**src/fsbl_pkg.sv**
```systemverilog
`timescale 1ns / 1ps
`default_nettype none
// ----------------------------------------------------------------------------
// fsbl_pkg
// Shared types and constants of the per-source flood blocker.
// ----------------------------------------------------------------------------
package fsbl_pkg;

	// Opcodes of an input transaction
	localparam logic OP_MESSAGE = 1'b0;
	localparam logic OP_UPDATE  = 1'b1;

	// Configuration register indexes
	localparam int CFG_IW = 2;
	localparam logic [CFG_IW-1:0] CFG_BLOCK   = 2'd0;
	localparam logic [CFG_IW-1:0] CFG_UNBLOCK = 2'd1;
	localparam logic [CFG_IW-1:0] CFG_TIMEOUT = 2'd2;

	// Reset values of the configuration registers
	localparam logic [15:0] RST_BLOCK   = 16'd20;
	localparam logic [15:0] RST_UNBLOCK = 16'd5;
	localparam logic [15:0] RST_TIMEOUT = 16'd60;

	// Milliseconds per second, and ceil(2^41 / 1000) for exact x / 1000
	localparam logic [31:0] MS_PER_S    = 32'd1000;
	localparam logic [31:0] RECIP_1000  = 32'd2199023256;
	localparam int          RECIP_SHIFT = 41;

	typedef struct packed {
		logic        opcode;
		logic [31:0] source_id;
		logic [31:0] time_ms;
	} req_t;

	typedef struct packed {
		logic       blocked;
		logic       dropped_no_room;
		logic       sweep_ran;
		logic [6:0] entries_in_use;
	} rsp_t;

	// One table entry as held in the memory
	typedef struct packed {
		logic        valid;
		logic [31:0] source;
		logic [31:0] first_ms;
		logic [31:0] last_ms;
		logic [31:0] count;
		logic        blocked;
	} rec_t;

	// Controller to datapath
	typedef struct packed {
		logic load_item;
		logic idx_clr;
		logic idx_inc;
		logic rd_en;
		logic track_free;
		logic clr_wr;
		logic msg_hit_wr;
		logic msg_new_wr;
		logic exp_wr;
		logic mul_en;
		logic div_start;
		logic blk_wr;
		logic sweep_start;
		logic set_blk;
		logic set_drop;
		logic out_load;
	} cmd_t;

	// Datapath to controller
	typedef struct packed {
		logic is_update;
		logic due;
		logic idx_last;
		logic rec_valid;
		logic hit;
		logic expired;
		logic free_vld;
		logic div_done;
		logic out_free;
	} sts_t;

endpackage
`default_nettype wire

```
**src/fsbl_ctrl.sv**
```systemverilog
`timescale 1ns / 1ps
`default_nettype none
// ----------------------------------------------------------------------------
// fsbl_ctrl
// Controller: clearing pass, message scan, sweep sequencing, result handoff.
// ----------------------------------------------------------------------------
module fsbl_ctrl import fsbl_pkg::*; (
	input  wire logic clk,
	input  wire logic arst_n,
	input  wire logic req_valid,
	output logic      req_stall,
	input  wire sts_t sts,
	output cmd_t      cmd
);

	typedef enum logic [3:0] {
		ST_CLEAR,
		ST_IDLE,
		ST_DISPATCH,
		ST_MSG_RD,
		ST_MSG_CMP,
		ST_MSG_NEW,
		ST_SW_RD,
		ST_SW_EVAL,
		ST_SW_MUL,
		ST_SW_DIV,
		ST_OUT
	} state_t;

	state_t state_q;
	state_t state_nxt;

	assign req_stall = (state_q != ST_IDLE);

	// Decode commands and next state
	always_comb begin
		cmd       = '0;
		state_nxt = state_q;
		unique case (state_q)
			ST_CLEAR: begin
				cmd.clr_wr = 1'b1;
				if (sts.idx_last) begin
					cmd.idx_clr = 1'b1;
					state_nxt   = ST_IDLE;
				end else begin
					cmd.idx_inc = 1'b1;
				end
			end
			ST_IDLE: begin
				if (req_valid) begin
					cmd.load_item = 1'b1;
					cmd.idx_clr   = 1'b1;
					state_nxt     = ST_DISPATCH;
				end
			end
			ST_DISPATCH: begin
				if (!sts.is_update) begin
					state_nxt = ST_MSG_RD;
				end else if (sts.due) begin
					cmd.sweep_start = 1'b1;
					state_nxt       = ST_SW_RD;
				end else begin
					state_nxt = ST_OUT;
				end
			end
			ST_MSG_RD: begin
				cmd.rd_en = 1'b1;
				state_nxt = ST_MSG_CMP;
			end
			ST_MSG_CMP: begin
				cmd.track_free = 1'b1;
				if (sts.hit) begin
					cmd.msg_hit_wr = 1'b1;
					cmd.set_blk    = 1'b1;
					state_nxt      = ST_OUT;
				end else if (sts.idx_last) begin
					state_nxt = ST_MSG_NEW;
				end else begin
					cmd.idx_inc = 1'b1;
					state_nxt   = ST_MSG_RD;
				end
			end
			ST_MSG_NEW: begin
				if (sts.free_vld) begin
					cmd.msg_new_wr = 1'b1;
				end else begin
					cmd.set_drop = 1'b1;
				end
				state_nxt = ST_OUT;
			end
			ST_SW_RD: begin
				cmd.rd_en = 1'b1;
				state_nxt = ST_SW_EVAL;
			end
			ST_SW_EVAL: begin
				if (sts.rec_valid && !sts.expired) begin
					cmd.mul_en = 1'b1;
					state_nxt  = ST_SW_MUL;
				end else begin
					cmd.exp_wr = sts.rec_valid;
					if (sts.idx_last) begin
						state_nxt = ST_OUT;
					end else begin
						cmd.idx_inc = 1'b1;
						state_nxt   = ST_SW_RD;
					end
				end
			end
			ST_SW_MUL: begin
				cmd.div_start = 1'b1;
				state_nxt     = ST_SW_DIV;
			end
			ST_SW_DIV: begin
				if (sts.div_done) begin
					cmd.blk_wr = 1'b1;
					if (sts.idx_last) begin
						state_nxt = ST_OUT;
					end else begin
						cmd.idx_inc = 1'b1;
						state_nxt   = ST_SW_RD;
					end
				end
			end
			ST_OUT: begin
				if (sts.out_free) begin
					cmd.out_load = 1'b1;
					state_nxt    = ST_IDLE;
				end
			end
			default: begin
				state_nxt = ST_IDLE;
			end
		endcase
	end

	// Hold state
	always_ff @(posedge clk or negedge arst_n) begin
		if (!arst_n) begin
			state_q <= ST_CLEAR;
		end else begin
			state_q <= state_nxt;
		end
	end

endmodule
`default_nettype wire

```
**config.mk**
```make
export PLATFORM = sky130hd
export DESIGN_NAME = fsbl_ctrl
export DESIGN_NICKNAME = d
export VERILOG_FILES = /design/src/fsbl_pkg.sv /design/src/fsbl_ctrl.sv
export SDC_FILE = /design/constraint.sdc
export NUM_CORES = 1
export LEC_CHECK = 0
export BUFFER_PORTS_ARGS = -buffer_cell sky130_fd_sc_hd__buf_2
export CORE_AREA = 4 4 41 43
export DETAILED_ROUTE_END_ITERATION = 12
export DIE_AREA = 0 0 45 47
export PLACE_DENSITY = 0.75
export SETUP_SLACK_MARGIN = 0.1
export SLEW_MARGIN = 20
export SYNTH_ARGS = -nofsm -noshare
export SYNTH_HDL_FRONTEND = slang
export SYNTH_SLANG_ARGS = --single-unit
export TNS_END_PERCENT = 100
```
**constraint.sdc**
```tcl
create_clock -name clk -period 3.4 [get_ports clk]
set_clock_uncertainty 0.15 [all_clocks]
set_input_delay 0.85 -clock clk [delete_from_list [all_inputs] [get_ports clk]]
set_output_delay 0.85 -clock clk [all_outputs]
set_load 0.02 [all_outputs]
```
### Yosys cells after proc, flatten, opt, wreduce, memory -nomap -nowiden

Cells that the tools add are included.

* register bits after elaboration: 4
* input port bits: 12
* output and inout port bits: 17
* logic and storage cells: 61

* equality and inequality tests: 15
* muxes and demuxes: 40
* reductions and logical operators: 5

Operators by type and width (number)
* 4-bit case mux with 11 select lines: 1
* 4-bit two-way mux: 9
* 1-bit two-way mux: 25
* 4-bit by 3-bit equality test with 1-bit output (second input constant): 4
* 4-bit equality test (second input constant): 3
* 4-bit by 2-bit equality test with 1-bit output (second input constant): 2
* 2-bit inequality test (second input constant): 4
* 4-bit by 1-bit equality test with 1-bit output (second input constant): 1
* 4-bit logical NOT: 1
* 2-bit two-way mux: 2
* 4-bit by 1-bit inequality test with 1-bit output (second input constant): 1
* 1-bit case mux with 4 select lines: 1
* 4-bit AND reduction: 1
* 3-bit two-way mux: 1
* 1-bit case mux with 2 select lines: 1
* 2-bit OR reduction: 1
* 1-bit logical AND: 1
* 1-bit logical NOT: 1

### Longest topological paths before layout

* word-level depth: 4
* depth in mapped cells: 5
* gate-level depth less buffers: 4

### Worst setup path after synthesis

No wires, ideal clock.

* path kind: register to output
* from: register state_q[0]
* to: output cmd[14] (netlist bit)
* arrival: 1.509 ns
* data required time: 2.400 ns
* setup slack: 0.891 ns
* stages on the path, launching flop included: 5
* buffers on the path: 2
* cell sequence: dfrtp_1 > buf_6 > buf_2 > nor4_2 > a21o_1

RTL lines
* from (decl): line fsbl_ctrl.sv:30 `state_t state_q;`
* from (signal assigned): line fsbl_ctrl.sv:141 `state_q <= state_nxt;`
* to (decl): line fsbl_ctrl.sv:13 `output cmd_t cmd`

==> summary.md <==
| Metric | Value |
|---|---|
| CP cell instances | `and2b_1, nand4_1, o21a_1, nor2_1, buf_2` |
| Fin area | `702 um^2` |
| Switching Share | `0.524` |
| Synth Area in Simple Gates | `0.452` |
| Synth top area cells | `dfrtp_1 (18%), nand2b_1 (6.7%), nor2b_1 (5.6%)` |
| Worst EP required | `2400 ps` |
| Fin. Hold Viols | `0` |
| Leakage Power | `0.373 nW` |
| GRT Total Usage | `0.169` |
| CTS tree | `yes` |
| Minimum clock period | `2760 ps` |
| Largest Register | `state_q` |
| Pint | `0.269 mW` |
| Via total after detailed routing | `approximately 670` |
| Fmax achieved | `362 MHz` |
| Max incr delay on CP | `530 ps` |
| Area growth syn-to-layout | `24.9%` |
| # Post-CTS Setup Buffers | `0` |
| Synth Area in XOR/XNOR | `0.0156` |
| Ys async rst share | `1.00` |
| Max-cap violations | `0` |
| Detailed-router iteration count before antenna repair | `4` |
| Worst-path maximum fanout | `14` |
| Post-route setup slack | `636 ps` |
| Clk pin slew, worst setup/hold paths | `40 ps` |
| Final slew viol count | `0` |
| Reg2Reg Launch Point | `state_q[3]$_DFFE_PN0P_` |
| Num rows | `13` |
| Grt ovf | `0` |
| Period utilisation layout | `0.813` |
| Critical Path AT | `about 1800 ps` |
| Initial antenna violation count | `0` |
| Seq pwr share | `0.199` |
| Unrepaired setup endpoints after global routing | `no` |
| Design Power | `~0.57 mW` |
| Top cells by count, synth | `nor2_1 (8), nand2_1 (7), nand2b_1 (6)` |
| Reg area | `100 um^2` |
| CTS Buf Count | `3` |
| Clk pwr share | `0.105` |
| Net Sw Power | `0.296 mW` |
| Largest area contributor in the netlist | `dfrtp_1` |
| Clock sink count | `4` |
| H-tree depth | `1` |
| TNS Setup | `0 ps` |
| Mux share of post-synthesis cell area | `0` |
| R2R Path End | `state_q[0]$_DFFE_PN0P_` |
| Top Ports | `29` |
| Yosys warns | `0` |
| Worst slew pin tran | `between 500 and 600 ps` |
| Number of global-route vias before repair | `580` |
| 1st-iter DRT viols | `17` |
| Synth Area in Compound Gates | `0.254` |
| Hold buffers post-CTS | `0` |
| Most frequent cell after synthesis | `nor2_1` |
| Largest net degree at the start of global routing | `18` |
| Placer Congestion | `around 0.89` |
| DRC violation count after routing | `0` |
| Hold Path Class | `in2async` |
| Starting density of the core | `0.432` |
| WL final | `1620 um` |
| Most used flip-flop cell after synthesis | `dfrtp_1` |
| Post-Syn Area | `about 560 um^2` |
| Crit. End Element | `output pin` |
| Post-DP HPWL | `1220 um` |
| Core box area | `~1300 um^2` |
| Area of the multi-input gates | `405 um^2` |
| Crit path launch type | `flop` |
| Layout Utilization | `0.539` |
| Slew margin rel. | `0.640` |
| DIE AREA | `2120 um^2` |
| Pwr dens | `806 nW/um^2` |
| Root buffer selected by CTS | `clkbuf_4` |
| Avg Cell Area, Syn | `7.30 um^2` |
| Final ANT Viol Nets | `0` |
| Syn nets | `between 80 and 90` |
| Die Ht | `47 um` |
| Number of flip-flops under the largest register name | `4` |
| Slowest CP cell | `dfrtp_1` |
| Post-Place Setup Slack | `a little under 800 ps` |
| Clock Latency Late Sink | `around 240 ps` |
| Die X | `45 um` |
| Combinational power share | `0.697` |
| Flop2flop setup slack | `1560 ps` |
| EDFF count, synth | `0` |
| Diode count | `0` |
| Largest family of logic cells by synthesized area | `simple AND/OR/NAND/NOR gates` |
| PostCTS Resize Cnt | `0` |
| Reg2Reg Depth | `3` |
| Port-buffer cells | `28` |
| Largest regs | `state_q (4)` |
| First-pass GRT wire length | `2620 um` |
| Synth top area share | `0.178` |
| Status | `finished, final reports clean` |
| CTS max path bufs | `2` |
| Syn Inst Count | `77` |
| Final setup vio count | `0` |
| Layout net count | `116` |
| Number of fillers in the final layout | `130` |
| Yosys cell types | `32` |
| Routed WL per cell | `13.9 um` |
| CP Class | `reg2out` |
| Max VDD drop | `0.442 mV` |
| Sequential fraction of the synthesis area | `0.178` |
| Post-Synth Adder-Cell Area | `0` |
| Placed cell areas | `679 um^2` |
| Fraction of layout cells with a size suffix above 1 | `0.343` |
| Vias/cell | `between 5 and 6` |
| Seq cells post-synth | `4` |
stage by stage:
| step | cells | hold WS, ps |
|---|---|---|
| 2_1_floorplan | 77 | 404 |
| 3_5_place_dp | 114 | 508 |
| 5_1_grt | 117 | 262 |
| 3_3_place_gp | 114 | 506 |
| 6_report | 117 | 261 |
| 4_1_cts | 117 | 263 |
cell type report:
type / instances / share of cell area
Timing Repair Buffer: 29 / 0.210
Tap cell: 15 / 0.0267
Sequential cell: 4 / 0.143
Clock buffer: 3 / 0.0321
Multi-Input combinational cell: 64 / 0.578
Inverter: 2 / 0.0107
routing by layer:
layer	GRT usage	share of wire
met1	0.222	0.43
met2	0.266	0.48
met3	0.0421	0.076
met4	0.0702	0.015
met5	0	0
critical path: cells and delay by family, from the launching register on:
family          cells  cell delay, ps
compound gates      1             170
buf+inv             1             160
flops               1             530
simple gates        3             670
kinds of logic after synthesis:
logic type / after synthesis
AOI/OAI and AO/OA: 18
xor gates and xnor gates: 1
buffers and inverters: 9
DFF: 4
and+or+nand+nor: 45
power groups by stage:
stage	clock, mW	sequential, mW	combinational [mW]
6_report	0.0592	0.112	0.394
2_1_floorplan	0	0.0748	0.345
4_1_cts	0.0596	0.110	0.391
3_3_place_gp	0	0.111	0.387
3_5_place_dp	0	0.111	0.389
5_1_grt	0.0650	0.116	0.428
how the worst max path moves through the flow:
stage                      startpoint       to  slack, ps  depth (start not counted)
6_report       state_q[3]$_DFFE_PN0P_  cmd[13]        640                          5
5_1_grt        state_q[3]$_DFFE_PN0P_  cmd[13]        530                          5
2_1_floorplan  state_q[0]$_DFFE_PN0P_  cmd[14]        890                          4
3_5_place_dp                   sts[3]  cmd[13]        790                          6
3_3_place_gp                   sts[3]  cmd[13]        810                          6
4_1_cts        state_q[3]$_DFFE_PN0P_  cmd[13]        690                          5
placed cells by master (no fill, tap or decap), types with 2 or more instances in the layout:
cell type,instances
nor2_1,8
nor2b_1,5
o32a_1,2
clkbuf_4,3
nand2b_1,6
a21oi_1,3
a32oi_1,3
nand3_1,2
nand4_1,2
nor3_1,4
o22ai_1,2
and3_1,4
buf_2,28
inv_1,2
nand2_1,7
dfrtp_1,4
and2b_1,2
Power figures use the tool's default switching activity.
